`config.mk`:
```
export PLATFORM = sky130hd
export DESIGN_NAME = conv_ctrl
export DESIGN_NICKNAME = d
export VERILOG_FILES = /design/src/hw/rtl/conv_pkg.sv /design/src/hw/rtl/conv_ctrl.sv
export SDC_FILE = /design/constraint.sdc
export NUM_CORES = 1
export LEC_CHECK = 0
export BUFFER_PORTS_ARGS = -buffer_cell sky130_fd_sc_hd__buf_2
export CORE_AREA = 4 4 41 43
export CTS_CLUSTER_SIZE = 16
export DETAILED_ROUTE_END_ITERATION = 16
export DIE_AREA = 0 0 45 47
export GPL_ROUTABILITY_DRIVEN = 0
export PLACE_DENSITY = 0.75
export SKIP_CTS_REPAIR_TIMING = 1
export SYNTH_ARGS = -nofsm -noshare
export SYNTH_HDL_FRONTEND = slang
export SYNTH_SLANG_ARGS = --single-unit
```
`constraint.sdc`:
```
create_clock -name clk -period 2 [get_ports clk]
set_input_delay 0.1 -clock clk [delete_from_list [all_inputs] [get_ports clk]]
set_output_delay 0.1 -clock clk [all_outputs]
set_load 0.05 [all_outputs]
```
`src/hw/rtl/conv_pkg.sv`:
```
// ----------------------------------------------------------------------------
// conv_pkg
// Shared types, constants and tap tables for the 3x3 wrap-around filter.
// ----------------------------------------------------------------------------
package conv_pkg;

    localparam int MAX_SIDE_DEF = 256;
    localparam int CFG_AW       = 5;
    localparam int CFG_DW       = 32;
    localparam int PIX_W        = 8;
    localparam int COEF_W       = 8;
    localparam int ACC_W        = 20;
    localparam int DIVR_W       = 12;
    localparam int MASK_W       = 24;
    localparam int SIDE_REG_W   = 9;

    localparam logic [3:0] TAP_LAST = 4'd8;
    localparam logic [1:0] ROW_LAST = 2'd2;

    typedef enum logic [2:0] {
        REG_WIDTH,
        REG_HEIGHT,
        REG_MASK_TOP,
        REG_MASK_MID,
        REG_MASK_BOT,
        REG_DIVIDER,
        REG_CROP
    } reg_idx_t;

    typedef struct packed {
        logic [SIDE_REG_W-1:0] frame_width;
        logic [SIDE_REG_W-1:0] frame_height;
        logic [MASK_W-1:0]     mask_top_row;
        logic [MASK_W-1:0]     mask_middle_row;
        logic [MASK_W-1:0]     mask_bottom_row;
        logic [DIVR_W-1:0]     divider_setting;
        logic                  crop_mode;
    } cfg_t;

    typedef struct packed {
        logic       accept;
        logic       pos_start;
        logic       pos_capture;
        logic       row_mul;
        logic [1:0] row;
        logic       tap_rd;
        logic       tap_mac;
        logic [3:0] tap;
        logic       res_start;
        logic       finish;
    } cmd_t;

    typedef struct packed {
        logic div_done;
        logic d_zero;
        logic out_free;
    } sts_t;

    function automatic logic [1:0] tap_row(input logic [3:0] t);
        logic [1:0] r;
        case (t)
            4'd0, 4'd1, 4'd2: r = 2'd0;
            4'd3, 4'd4, 4'd5: r = 2'd1;
            4'd6, 4'd7, 4'd8: r = 2'd2;
            default:          r = 2'd0;
        endcase
        return r;
    endfunction

    function automatic logic [1:0] tap_col(input logic [3:0] t);
        logic [1:0] c;
        case (t)
            4'd0, 4'd3, 4'd6: c = 2'd0;
            4'd1, 4'd4, 4'd7: c = 2'd1;
            4'd2, 4'd5, 4'd8: c = 2'd2;
            default:          c = 2'd0;
        endcase
        return c;
    endfunction

endpackage

```
`src/hw/rtl/conv_ctrl.sv`:
```
// ----------------------------------------------------------------------------
// conv_ctrl
// Sequencer: position divide, row bases, nine taps, result divide, output.
// ----------------------------------------------------------------------------
module conv_ctrl
    import conv_pkg::*;
(
    input  logic clk,
    input  logic rst_n,
    input  logic in_valid,
    input  logic kind,
    input  sts_t sts,
    output logic in_stall,
    output cmd_t cmd
);

    typedef enum logic [2:0] {
        S_IDLE,
        S_POS,
        S_ROW,
        S_RD,
        S_MAC,
        S_DST,
        S_RES,
        S_FIN
    } state_t;

    state_t     state_reg;
    logic [1:0] row_reg;
    logic [3:0] tap_reg;
    logic       accept;

    always_comb
    begin
        in_stall      = (state_reg != S_IDLE);
        accept        = in_valid & ~in_stall;
        cmd           = '0;
        cmd.row       = row_reg;
        cmd.tap       = tap_reg;
        cmd.accept    = accept;
        cmd.pos_start = accept & kind;
        case (state_reg)
            S_POS:   cmd.pos_capture = sts.div_done;
            S_ROW:   cmd.row_mul     = 1'b1;
            S_RD:    cmd.tap_rd      = 1'b1;
            S_MAC:   cmd.tap_mac     = 1'b1;
            S_DST:   cmd.res_start   = ~sts.d_zero;
            S_FIN:   cmd.finish      = sts.out_free;
            default: cmd.finish      = 1'b0;
        endcase
    end

    always_ff @(posedge clk or negedge rst_n)
    begin
        if (!rst_n)
        begin
            state_reg <= S_IDLE;
            row_reg   <= '0;
            tap_reg   <= '0;
        end
        else
        begin
            case (state_reg)
                S_IDLE:
                begin
                    if (accept && kind)
                    begin
                        state_reg <= S_POS;
                    end
                end
                S_POS:
                begin
                    if (sts.div_done)
                    begin
                        state_reg <= S_ROW;
                        row_reg   <= '0;
                    end
                end
                S_ROW:
                begin
                    row_reg <= row_reg + 1'b1;
                    if (row_reg == ROW_LAST)
                    begin
                        state_reg <= S_RD;
                        tap_reg   <= '0;
                    end
                end
                S_RD:
                begin
                    state_reg <= S_MAC;
                end
                S_MAC:
                begin
                    if (tap_reg == TAP_LAST)
                    begin
                        state_reg <= S_DST;
                    end
                    else
                    begin
                        tap_reg   <= tap_reg + 1'b1;
                        state_reg <= S_RD;
                    end
                end
                S_DST:
                begin
                    state_reg <= sts.d_zero ? S_FIN : S_RES;
                end
                S_RES:
                begin
                    if (sts.div_done)
                    begin
                        state_reg <= S_FIN;
                    end
                end
                S_FIN:
                begin
                    if (sts.out_free)
                    begin
                        state_reg <= S_IDLE;
                    end
                end
                default:
                begin
                    state_reg <= S_IDLE;
                end
            endcase
        end
    end

endmodule

```
# Word level (Yosys, flattened, before mapping)
# Cells that the tools add are included.
[word_totals] ff_bits=9 word_cells=51
[classes] eq_ne=15 n_reduce_logical=8 muxes=19 add_sub_neg=2 bitwise_logic=4
[op_table] operator="one-hot mux 3 bit (8 select lines)" count=1
[op_table] operator="2-to-1 mux 3 bit" count=6
[op_table] operator="equality test 3 bit, second input constant" count=4
[op_table] operator="!= test 2 bit, second input constant" count=6
[op_table] operator="2-to-1 mux 4 bit" count=2
[op_table] operator="one-hot mux 4 bit (2 select lines)" count=1
[op_table] operator="2-to-1 mux 1 bit" count=7
[op_table] operator="equality test 3 x 2 -> 1 bit, second input constant" count=2
[op_table] operator="AND reduction 5 bit" count=1
[op_table] operator="adder 4 x 1 -> 4 bit, second input constant" count=1
[op_table] operator="equality test 4 bit, second input constant" count=1
[op_table] operator="one-hot mux 2 bit (2 select lines)" count=1
[op_table] operator="nonzero test 2 bit" count=2
[op_table] operator="equality test 3 x 1 -> 1 bit, second input constant" count=1
[op_table] operator="zero test 3 bit" count=1
[op_table] operator="AND reduction 3 bit" count=1
[op_table] operator="nonzero test 3 bit" count=1
[op_table] operator="adder 2 x 1 -> 2 bit, second input constant" count=1
[op_table] operator="AND 1 bit" count=2
[op_table] operator="equality test 2 bit, second input constant" count=1
[op_table] operator="2-to-1 mux 2 bit" count=1
[op_table] operator="inverter 1 bit" count=2
[op_table] operator="AND reduction 2 bit" count=1
[op_table] operator="logical AND 1 bit" count=1

# Logic depth before layout (Yosys ltp)
# Gate-level depths: netlist of run 1.
[logic_depth] ltp_word=6 ltp_mapped=5

# Worst setup path after synthesis of run 1
# No wires, ideal clock.
[synth_path] kind="reg2out" from="register state_reg[0]" to="output cmd[12] in the netlist's numbering" setup_slack_ps=80 n_path_buf=1 t_arrival_ps=1820 stages_incl_launch_ff=5 path_cell_list="dfrtp_1 -> buf_6 -> nor2_1 -> nand2_1 -> nor2_1"
[synth_lines] element="from (decl)" line_no="conv_ctrl.sv:28" text="state_t state_reg;"
[synth_lines] element="from (signal assigned)" line_no="conv_ctrl.sv:106" text="state_reg <= sts.d_zero ? S_FIN : S_RES;"
[synth_lines] element="to (decl)" line_no="conv_ctrl.sv:14" text="output cmd_t cmd"

==> metrics, run 1 <==
Startpoint Class=flop; Slew @ Worst Pin=0.427 ns; routed vias=519; Slew HR=71.5%; synth cell count leaders=9 x dfrtp_1, 8 x nand2_1, 5 x nor2_1; Area Overhead vs Synth=20.1%; Tcrit/Tclk final=81.3%; Most used DFF post-synth=dfrtp_1; Setup Viol. Count Final=0; DRT Wirelength=1170 µm; total grt overflow=0; global-route wire length before repair=1970 µm; Worst Hold Endpoint=state_reg[1]; Die Y=47 µm; Yosys reg bits=9; Final min period=1.63 ns; starting density of the core=46.8%; run status=complete, no violations; r2r startpoint=state_reg[2]; gr usage total=13.1%; Reg2Reg Capture Point=tap_reg[1]; Slew Limit Fails=0; Non-Filler Instances=98; TNS Setup=0 ns; Die Wd=45 µm; post-synthesis sequential area ratio=37.0%; Worst Setup SP=state_reg[0]; Yosys cell types=29; crit path max fanout=12; Num CTS Buffers=3; wire length per cell=11.9 µm; clk root buf=clkbuf_4; share of the synthesized area in the top cell type=37.0%; worst min path class=in -> reg; DP HPWL=939 µm; hold depth=3; Max clock buf depth=2; WS Path Type=reg -> out; count leader, synth=dfrtp_1; full die area=2120 µm²; unrepaired setup endpoints after global routing=no; drc violations=0; Post-Syn Area=609 µm²; vias in the first global route=473; H-tree depth=1; asr flop ratio synth=100%; initial antenna violation count=0; Hold Fails Final Rpt=0; Req. time, crit path=1.90 ns; synth top area cells=dfrtp_1 37%, mux2i_1 6.6%, ha_1 6.2%; Syn Nets=71; largest net degree at the start of global routing=14; Critical Path AT=1.53 ns; r2r setup slk=0.58 ns; Ys Warns=0; Max-cap violations=0; Antenna Violating Nets Remaining=0; Worst setup EP type=output pin; post-placement cell count=93; Post-synth EDFFs=0; TritonCTS Sinks=9; Placeable Area=1300 µm²; ant diodes=0; worst clock skew=0.00657 ns; Max Freq=615 MHz; post-synth top area cell=dfrtp_1; share of layout cells above drive strength 1=34.9%; drt first pass iters=3; clock-pin slew on the worst setup and hold paths=0.06 ns; Row Count=13; IO Pins=22; violation count after the first detailed-route iteration=8; Largest register FFs=4; I/O Buffers=21; # nets final=94; Synth Instances=61; worst reg-to-reg path cell count=3; via/cell ratio=5.30; hold_sp=sts[0]; later-pin clock latency in the skew report=0.26 ns; CTS tree=yes; average size of a mapped cell=9.99 µm²
## metal layers
layer	GRT usage, %	wire (µm)	vias up
li1	-	-	267
met5	0	0	-
met3	6.90	73	2
met1	14.5	479	241
met2	22.0	612	9
met4	3.51	4	0
## how the worst max path moves through the flow
stage                     slack (ns)          to  cells past startpoint
final                           0.37     cmd[12]                      4
after global routing            0.24     cmd[12]                      4
after CTS                       0.37     cmd[12]                      4
after detailed placement        0.60  tap_reg[1]                      3
after global placement          0.64  tap_reg[1]                      3
after floorplan                 0.08     cmd[12]                      4
## critical path: stages, from the launching register on
cell and delay [ns]:
dfrtp_1 0.51, nor2_1 0.29, nand2_1 0.10, nor2_1 0.10
buf_2 0.26
## cell families (layout without fill, tap and decap cells)
logic type | Yosys count | in the layout | synth area share [%]
multiplexers | 5 | 5 | 9.03
flip-flops | 9 | 9 | 37.0
adder cells (fa/ha/maj) | 3 | 3 | 6.16
buffers and inverters | 9 | 31 | 9.24
AND/OR/NAND/NOR | 25 | 25 | 25.5
AO/OA/AOI/OAI | 10 | 10 | 13.1
## layout make-up
class	instances	area (µm²)
sequential	9	225
fill	128	569
timing repair buffer	22	115
inverter	5	18.8
tap	15	18.8
clock buffer	4	26.3
multi-input combinational	43	328
## per-stage QoR
| stage | util [%] | setup slack [ns] | hold WS, ns | instance area (µm²) |
|---|---|---|---|---|
| after global placement | 53.5 | 0.637 | -0.0363 | 696 |
| after global routing | 56.3 | 0.244 | 0.182 | 732 |
| after detailed placement | 53.5 | 0.604 | -0.0373 | 696 |
| final | 56.3 | 0.375 | 0.183 | 732 |
| after floorplan | - | 0.0802 | -0.196 | 609 |
| after CTS | 55.5 | 0.368 | -0.322 | 722 |
## placed cells by master (no fill, tap or decap)
cell type      instances
nor3_1                 1
a21oi_1                1
o21a_1                 1
nand3_1                1
nand3b_1               1
o221a_2                1
clkbuf_4               3
dlygate4sd3_1          1
a211oi_1               1
nor3b_2                1
ha_1                   3
and4_1                 1
inv_2                  1
inv_1                  4
and4bb_1               1
and3_1                 3
a211o_1                1
buf_2                 21
nor2_1                 5
mux2_4                 1
mux2i_1                4
a221oi_1               1
o21ai_0                1
nand4_1                1
clkbuf_1               1
dfrtp_1                9
nand2_1                8
nor3b_4                1
nand4bb_1              1
a31o_1                 2
a22o_1                 1
Power of run 1 is left out: the tool's default activity adds up to more than one toggle a clock period on the data nets, which glitch-free logic cannot reach.
==> run 2, diff against run 1 <==
ABC_AREA = 1   (was unset)
CORE_AREA = unset   (was 4 4 41 43)
CORE_MARGIN = 4   (was unset)
CORE_UTILIZATION = 48   (was unset)
DIE_AREA = unset   (was 0 0 45 47)
PLACE_DENSITY = 0.76   (was 0.75)
clock period = 1.6 ns   (was 2 ns; I/O delays follow)
==> run 2 against run 1 <==
Compared with the run above:
- highest routed layer unchanged
- clock skew about the same
- routed wire length increased by 43%
- critical path type unchanged
- sequential cell count unchanged
- register-to-register slack got worse by 0.42 ns
- non-clock buffer count increased by 1
==> metrics, run 2 <==
worst min path class=in -> async (was in -> reg); TNS Setup=0 ns (unchanged); # nets final=133 (was 94); DP HPWL=1340 µm (was 939 µm); Sw Share=59.9%; ant diodes=0 (unchanged); gr usage total=17.8% (was 13.1%); Antenna Violating Nets Remaining=0 (unchanged); internal power=0.000760 W; global-route wire length before repair=2700 µm (was 1970 µm); average size of a mapped cell=7.23 µm² (was 9.99 µm²); routed vias=708 (was 519); I/O Buffers=21 (unchanged); r2r setup slk=0.16 ns (was 0.58 ns); Die Wd=46.0 µm (was 45 µm); DRT Wirelength=1680 µm (was 1170 µm); clock-pin slew on the worst setup and hold paths=0.07 ns (was 0.06 ns); Critical Path AT=1.43 ns (was 1.53 ns); Clock power frac=9.6%; Yosys reg bits=9 (unchanged); Yosys cell types=25 (was 29); Flop pwr share=22.4%; unrepaired setup endpoints after global routing=no (unchanged); Place WS=0.174 ns (was 0.604 ns); Reg2Reg Capture Point=tap_reg[1] (unchanged); violation count after the first detailed-route iteration=14 (was 8); wire length per cell=12.2 µm (was 11.9 µm); pwr/cell area=2160 nW/µm²; Largest register FFs=4 (unchanged); commonest non-fill, non-tap cell in the layout=nand2_1 (was buf_2); Max clock buf depth=2 (unchanged); H-tree depth=1 (unchanged); largest net degree at the start of global routing=10 (was 14); Post-synth EDFFs=0 (unchanged); Post-Syn Area=694 µm² (was 609 µm²); WS Path Type=reg -> out (unchanged); switching power=0.00113 W; share of the synthesized area in the top cell type=32.4% (was 37.0%); Area Overhead vs Synth=26.1% (was 20.1%); starting density of the core=52.1% (was 46.8%); CTS tree=yes (unchanged); Setup Viol. Count Final=0 (unchanged); TritonCTS Sinks=9 (unchanged); Die Y=46.0 µm (was 47 µm); most frequent cells in the layout=21 x nand2_1, 20 x buf_2, 15 x inv_1, 7 x dfrtp_1 (was 21 x buf_2, 9 x dfrtp_1, 8 x nand2_1, 5 x nor2_1); Num CTS Buffers=3 (unchanged); full die area=2120 µm² (about the same); Slew Limit Fails=0 (unchanged); Req. time, crit path=1.52 ns (was 1.90 ns); post-synthesis sequential area ratio=32.4% (was 37.0%); run status=complete, no violations (unchanged); share of layout cells above drive strength 1=39.3% (was 34.9%); drt first pass iters=4 (was 3); Ys Warns=0 (unchanged); asr flop ratio synth=100% (unchanged); vias in the first global route=621 (was 473); post-synth top area cell=dfrtp_1 (unchanged); Slew @ Worst Pin=0.287 ns (was 0.427 ns); Leak=0.491 nW; PnR worst setup slack=0.0867 ns (was 0.375 ns); worst reg-to-reg path cell count=6 (was 3); clk root buf=clkbuf_4 (unchanged); Slew HR=80.6% (was 71.5%); Worst VDD drop=1.37 mV; worst clock skew=0.00627 ns (was 0.00657 ns); IO Pins=22 (unchanged); Max Freq=661 MHz; Hold Fails Final Rpt=0 (unchanged); Syn Nets=106 (was 71); synth cell count leaders=21 x nand2_1, 15 x inv_1, 9 x dfrtp_1 (was 9 x dfrtp_1, 8 x nand2_1, 5 x nor2_1); Startpoint Class=flop (unchanged); via/cell ratio=5.17 (was 5.30); initial antenna violation count=0 (unchanged); synth top area cells=dfrtp_1 32%, nand2_1 11%, inv_1 8.1% (was dfrtp_1 37%, mux2i_1 6.6%, ha_1 6.2%); Final min period=1.51 ns; Row Count=13 (unchanged); r2r startpoint=tap_reg[0] (was state_reg[2]); Synth Instances=96 (was 61); Max-cap violations=0 (unchanged); Tcrit/Tclk final=94.6%; Worst setup EP type=output pin (unchanged); drc violations=0 (unchanged); Comb pwr share=68.0%; crit path max fanout=6 (was 12); total grt overflow=0 (unchanged); later-pin clock latency in the skew report=0.26 ns (about the same); Placeable Area=1330 µm² (was 1300 µm²); Most used DFF post-synth=dfrtp_1 (unchanged); count leader, synth=nand2_1 (was dfrtp_1)
run 2: changes by cell type after synthesis, moves of 2 or more:
| cell | previous run | this run |
|---|---|---|
| xor2_1 | 0 | 2 |
| o21ai_0 | 1 | 4 |
| inv_2 | 1 | 3 |
| a31o_1 | 2 | 0 |
| mux2i_1 | 4 | 0 |
| nand3_1 | 1 | 6 |
| and3_1 | 3 | 0 |
| nand3_2 | 0 | 3 |
| nor2_2 | 0 | 4 |
| nand4_1 | 1 | 3 |
| nand2_1 | 8 | 21 |
| inv_1 | 4 | 15 |
| nand2_2 | 0 | 4 |
| buf_6 | 2 | 0 |
run 2: cell type report:
class / count / area [µm²]
inverters: 19 / 71.3
well taps: 15 / 18.8
fillers: 129 / 458
flip-flops and latches: 9 / 228
clock buffers: 4 / 26.3
multi-input cells: 67 / 407
repair buffers: 23 / 125
run 2: cells by family after synthesis:
group                    count (synthesis)  share of synthesized area (%)
AND/OR/NAND/NOR                         54                           42.0
buffers and inverters                   20                           11.4
flip-flops                               9                           32.4
AO/OA/AOI/OAI                            8                           6.31
adder cells (fa/ha/maj)                  3                           5.41
XOR/XNOR                                 2                           2.52
run 2: worst max-delay path, cell delays in order, from the launching register on:
cell and delay, ns:
dfrtp_1 0.47, nor2_4 0.21, nand2_2 0.10, inv_1 0.12, buf_2 0.28
run 2: through the flow:
step | cells | cell area [µm²] | total power (W) | hold slack [ns] | utilization [%]
after floorplan | 96 | 712 | 0.00144 | -0.216 | -
after global placement | 132 | 836 | 0.00167 | -0.0583 | 62.7
after detailed placement | 132 | 836 | 0.00171 | -0.0537 | 62.7
after CTS | 136 | 862 | 0.00189 | -0.333 | 64.6
after global routing | 137 | 876 | 0.00205 | 0.237 | 65.7
final | 137 | 876 | 0.00189 | 0.193 | 65.7
run 2: power groups by stage:
stage | logic (W) | clock network, W | registers (W)
finish | 0.00129 | 0.000181 | 0.000423
detailed placement | 0.00128 | 0 | 0.000425
CTS | 0.00129 | 0.000181 | 0.000420
floorplan | 0.000878 | 0 | 0.000557
global placement | 0.00126 | 0 | 0.000414
global route | 0.00142 | 0.000195 | 0.000434
run 2: worst max path at each step:
stage	slack, ns	endpoint	cells after the start	from
finish	0.09	cmd[6]	4	state_reg[0]
global route	0.009	cmd[6]	4	state_reg[0]
CTS	0.08	cmd[7]	5	state_reg[1]
detailed placement	0.17	tap_reg[1]	6	tap_reg[1]
global placement	0.28	tap_reg[1]	6	tap_reg[0]
floorplan	0.007	cmd[12]	3	state_reg[0]
run 2: routing by layer:
layer / up-vias / part of all wire, % / track usage (%)
li1: 355 / - / -
met1: 323 / 47 / 24.2
met2: 26 / 46 / 28.0
met3: 4 / 5.9 / 2.37
met4: 0 / 0.83 / 6.82
met5: - / 0 / 0
No activity file was read; power rests on OpenSTA's default activity.
==> run 3, diff against run 2 <==
CORE_UTILIZATION = 44   (was 48)
PLACE_DENSITY = 0.73   (was 0.76)
clock period = 1.2 ns   (was 1.6 ns; I/O delays follow)
==> run 3 against run 2 <==
Compared with the run above:
- the run now ends with negative setup slack left
- non-clock buffer count increased by 15
- sequential share of layout area down 6.5 points
- critical path depth is 1 higher
- die area rose by 7.5%
- cell count up 12%
- via count grew 9.0%
- count of clock-buffer cells in the layout decreased by 1
- sequential cell count unchanged
- register-to-register slack got worse by 0.27 ns
- critical path type unchanged
==> metrics, run 3 (synthesized netlist as in run 2, its figures left out) <==
worst reg-to-reg path cell count=8 (was 6); full die area=2280 µm² (was 2120 µm²); met2 usage=30.9% (was 28.0%); total grt overflow=0 (unchanged); Area Overhead vs Synth=72.4% (was 26.1%); Placeable Area=1510 µm² (was 1330 µm²); WS Path Type=reg -> out (unchanged); I/O Buffers=21 (unchanged); global-route wire length before repair=2700 µm (unchanged); Die Wd=47.7 µm (was 46.0 µm); Setup Viol. Count Final=16 (was 0); CTS tree=yes (unchanged); r2r setup slk=-0.11 ns (was 0.16 ns); switching power=0.00182 W (was 0.00113 W); Tcrit/Tclk final=119%; largest net degree at the start of global routing=10 (unchanged); starting density of the core=46.1% (was 52.1%); drc violations=0 (unchanged); Flop pwr share=16.8% (was 22.4%); H-tree depth=1 (unchanged); drt first pass iters=5 (was 4); Largest register FFs=4 (unchanged); run status=finished, violations left (was complete, no violations); Worst VDD drop=1.73 mV (was 1.37 mV); slowest cell on the critical path=dfrtp_1 (unchanged); final instance area=1200 µm² (was 876 µm²); fill count=105 (was 129); most frequent cells in the layout=16 x nand2_1, 14 x buf_4, 12 x buf_2, 8 x inv_2, 8 x inv_1 (was 21 x nand2_1, 20 x buf_2, 15 x inv_1, 7 x dfrtp_1); # nets final=148 (was 133); wire length per cell=12.3 µm (was 12.2 µm); ant diodes=0 (unchanged); violation count after the first detailed-route iteration=12 (was 14); Reg2Reg Capture Point=state_reg[2] (was tap_reg[1]); internal power=0.00157 W (was 0.000760 W); PnR worst setup slack=-0.226 ns (was 0.0867 ns); TritonCTS Sinks=9 (unchanged); Worst setup EP type=output pin (unchanged); r2r startpoint=state_reg[2] (was tap_reg[0]); CP Cell Sequence=inv_4 -> buf_12 -> nand2_4 -> nor3_4 -> buf_6 (was nor2_4 -> nand2_2 -> inv_1 -> buf_2); GR Util met3=3.38% (was 2.37%); DP HPWL=1430 µm (was 1340 µm); Leak=0.592 nW (was 0.491 nW); unrepaired setup endpoints after global routing=yes (was no); Req. time, crit path=1.14 ns (was 1.52 ns); gr usage total=17.0% (was 17.8%); Row Count=14 (was 13); routed vias=772 (was 708); via/cell ratio=5.05 (was 5.17); worst min path class=in -> async (unchanged); Die Y=47.7 µm (was 46.0 µm); commonest non-fill, non-tap cell in the layout=nand2_1 (unchanged); Num CTS Buffers=3 (unchanged); later-pin clock latency in the skew report=0.26 ns (about the same); Area after DPL=1010 µm² (was 836 µm²); Clock power frac=6.9% (was 9.6%); Final min period=1.43 ns; GR peak layer=met2 (unchanged); met1 usage=19.2% (was 24.2%); Max Freq=701 MHz; share of layout cells above drive strength 1=65.0% (was 39.3%); pwr/cell area=2830 nW/µm² (was 2160 nW/µm²); Slew @ Worst Pin=0.273 ns (was 0.287 ns); Slew HR=81.7% (was 80.6%); Max-cap violations=0 (unchanged); Startpoint Class=flop (unchanged); initial antenna violation count=0 (unchanged); vias in the first global route=679 (was 621); worst clock skew=0.00118 ns (was 0.00627 ns); clock-pin slew on the worst setup and hold paths=0.06 ns (was 0.07 ns); IO Pins=22 (unchanged); Max clock buf depth=2 (unchanged); Sw Share=53.7% (was 59.9%); Critical Path AT=1.37 ns (was 1.43 ns); TNS Setup=-1.94 ns (was 0 ns); Slew Limit Fails=0 (unchanged); worst stage delay on the critical path=0.43 ns (was 0.47 ns); clk root buf=clkbuf_4 (unchanged); Comb pwr share=76.3% (was 68.0%); Hold Fails Final Rpt=0 (unchanged); Antenna Violating Nets Remaining=0 (unchanged); crit path max fanout=5 (was 6); failing checks=negative setup slack; DRT Wirelength=1880 µm (was 1680 µm)
-- run 3: stage by stage --
step                hold slack [ns]  instances  power (W)  setup WS [ns]  utilization [%]
floorplan                    -0.236         96    0.00209         -0.123                -
global placement            -0.0851        145    0.00270        -0.0303             67.4
detailed placement          -0.0753        145    0.00273         -0.104             67.4
CTS                          -0.360        149    0.00297         -0.330             69.2
global route                  0.197        153    0.00364         -0.270             79.5
finish                        0.177        153    0.00339         -0.226             79.5
-- run 3: final cells by class --
class / instances / area (µm²) / share of cell area, %
timing repair buffer: 38 / 319 / 26.6
sequential: 9 / 234 / 19.5
multi-input combinational: 67 / 517 / 43.2
tap: 16 / 20.0 / 1.67
inverter: 19 / 80.1 / 6.69
clock inverter: 1 / 5.00 / 0.418
clock buffer: 3 / 22.5 / 1.88
-- run 3: worst max path at each step --
| stage | end | cells past startpoint | from |
|---|---|---|---|
| floorplan | cmd[12] | 3 | state_reg[1] |
| global placement | row_reg[0] | 5 | state_reg[1] |
| detailed placement | tap_reg[2] | 8 | state_reg[0] |
| CTS | cmd[6] | 5 | state_reg[0] |
| global route | cmd[12] | 5 | state_reg[2] |
| finish | cmd[12] | 5 | state_reg[2] |
-- run 3: power by group through the flow --
stage	Clock, W	Combinational (W)	Sequential [W]
2_1_floorplan	0	0.00131	0.000777
3_3_place_gp	0	0.00214	0.000560
3_5_place_dp	0	0.00216	0.000569
4_1_cts	0.000242	0.00217	0.000563
5_1_grt	0.000259	0.00280	0.000588
6_report	0.000235	0.00259	0.000570
-- run 3: metal layers --
layer  up-vias  part of all wire [%]
met4         0                   1.3
met1       355                    38
met2        19                    56
met3         4                   4.1
met5         -                     0
li1        394                     -
-- run 3: critical path: cells and delay by family (launching register included) --
| family | cells | cell delay (ns) |
|---|---|---|
| buffers and inverters | 3 | 0.42 |
| flip-flops | 1 | 0.43 |
| AND/OR/NAND/NOR | 2 | 0.25 |
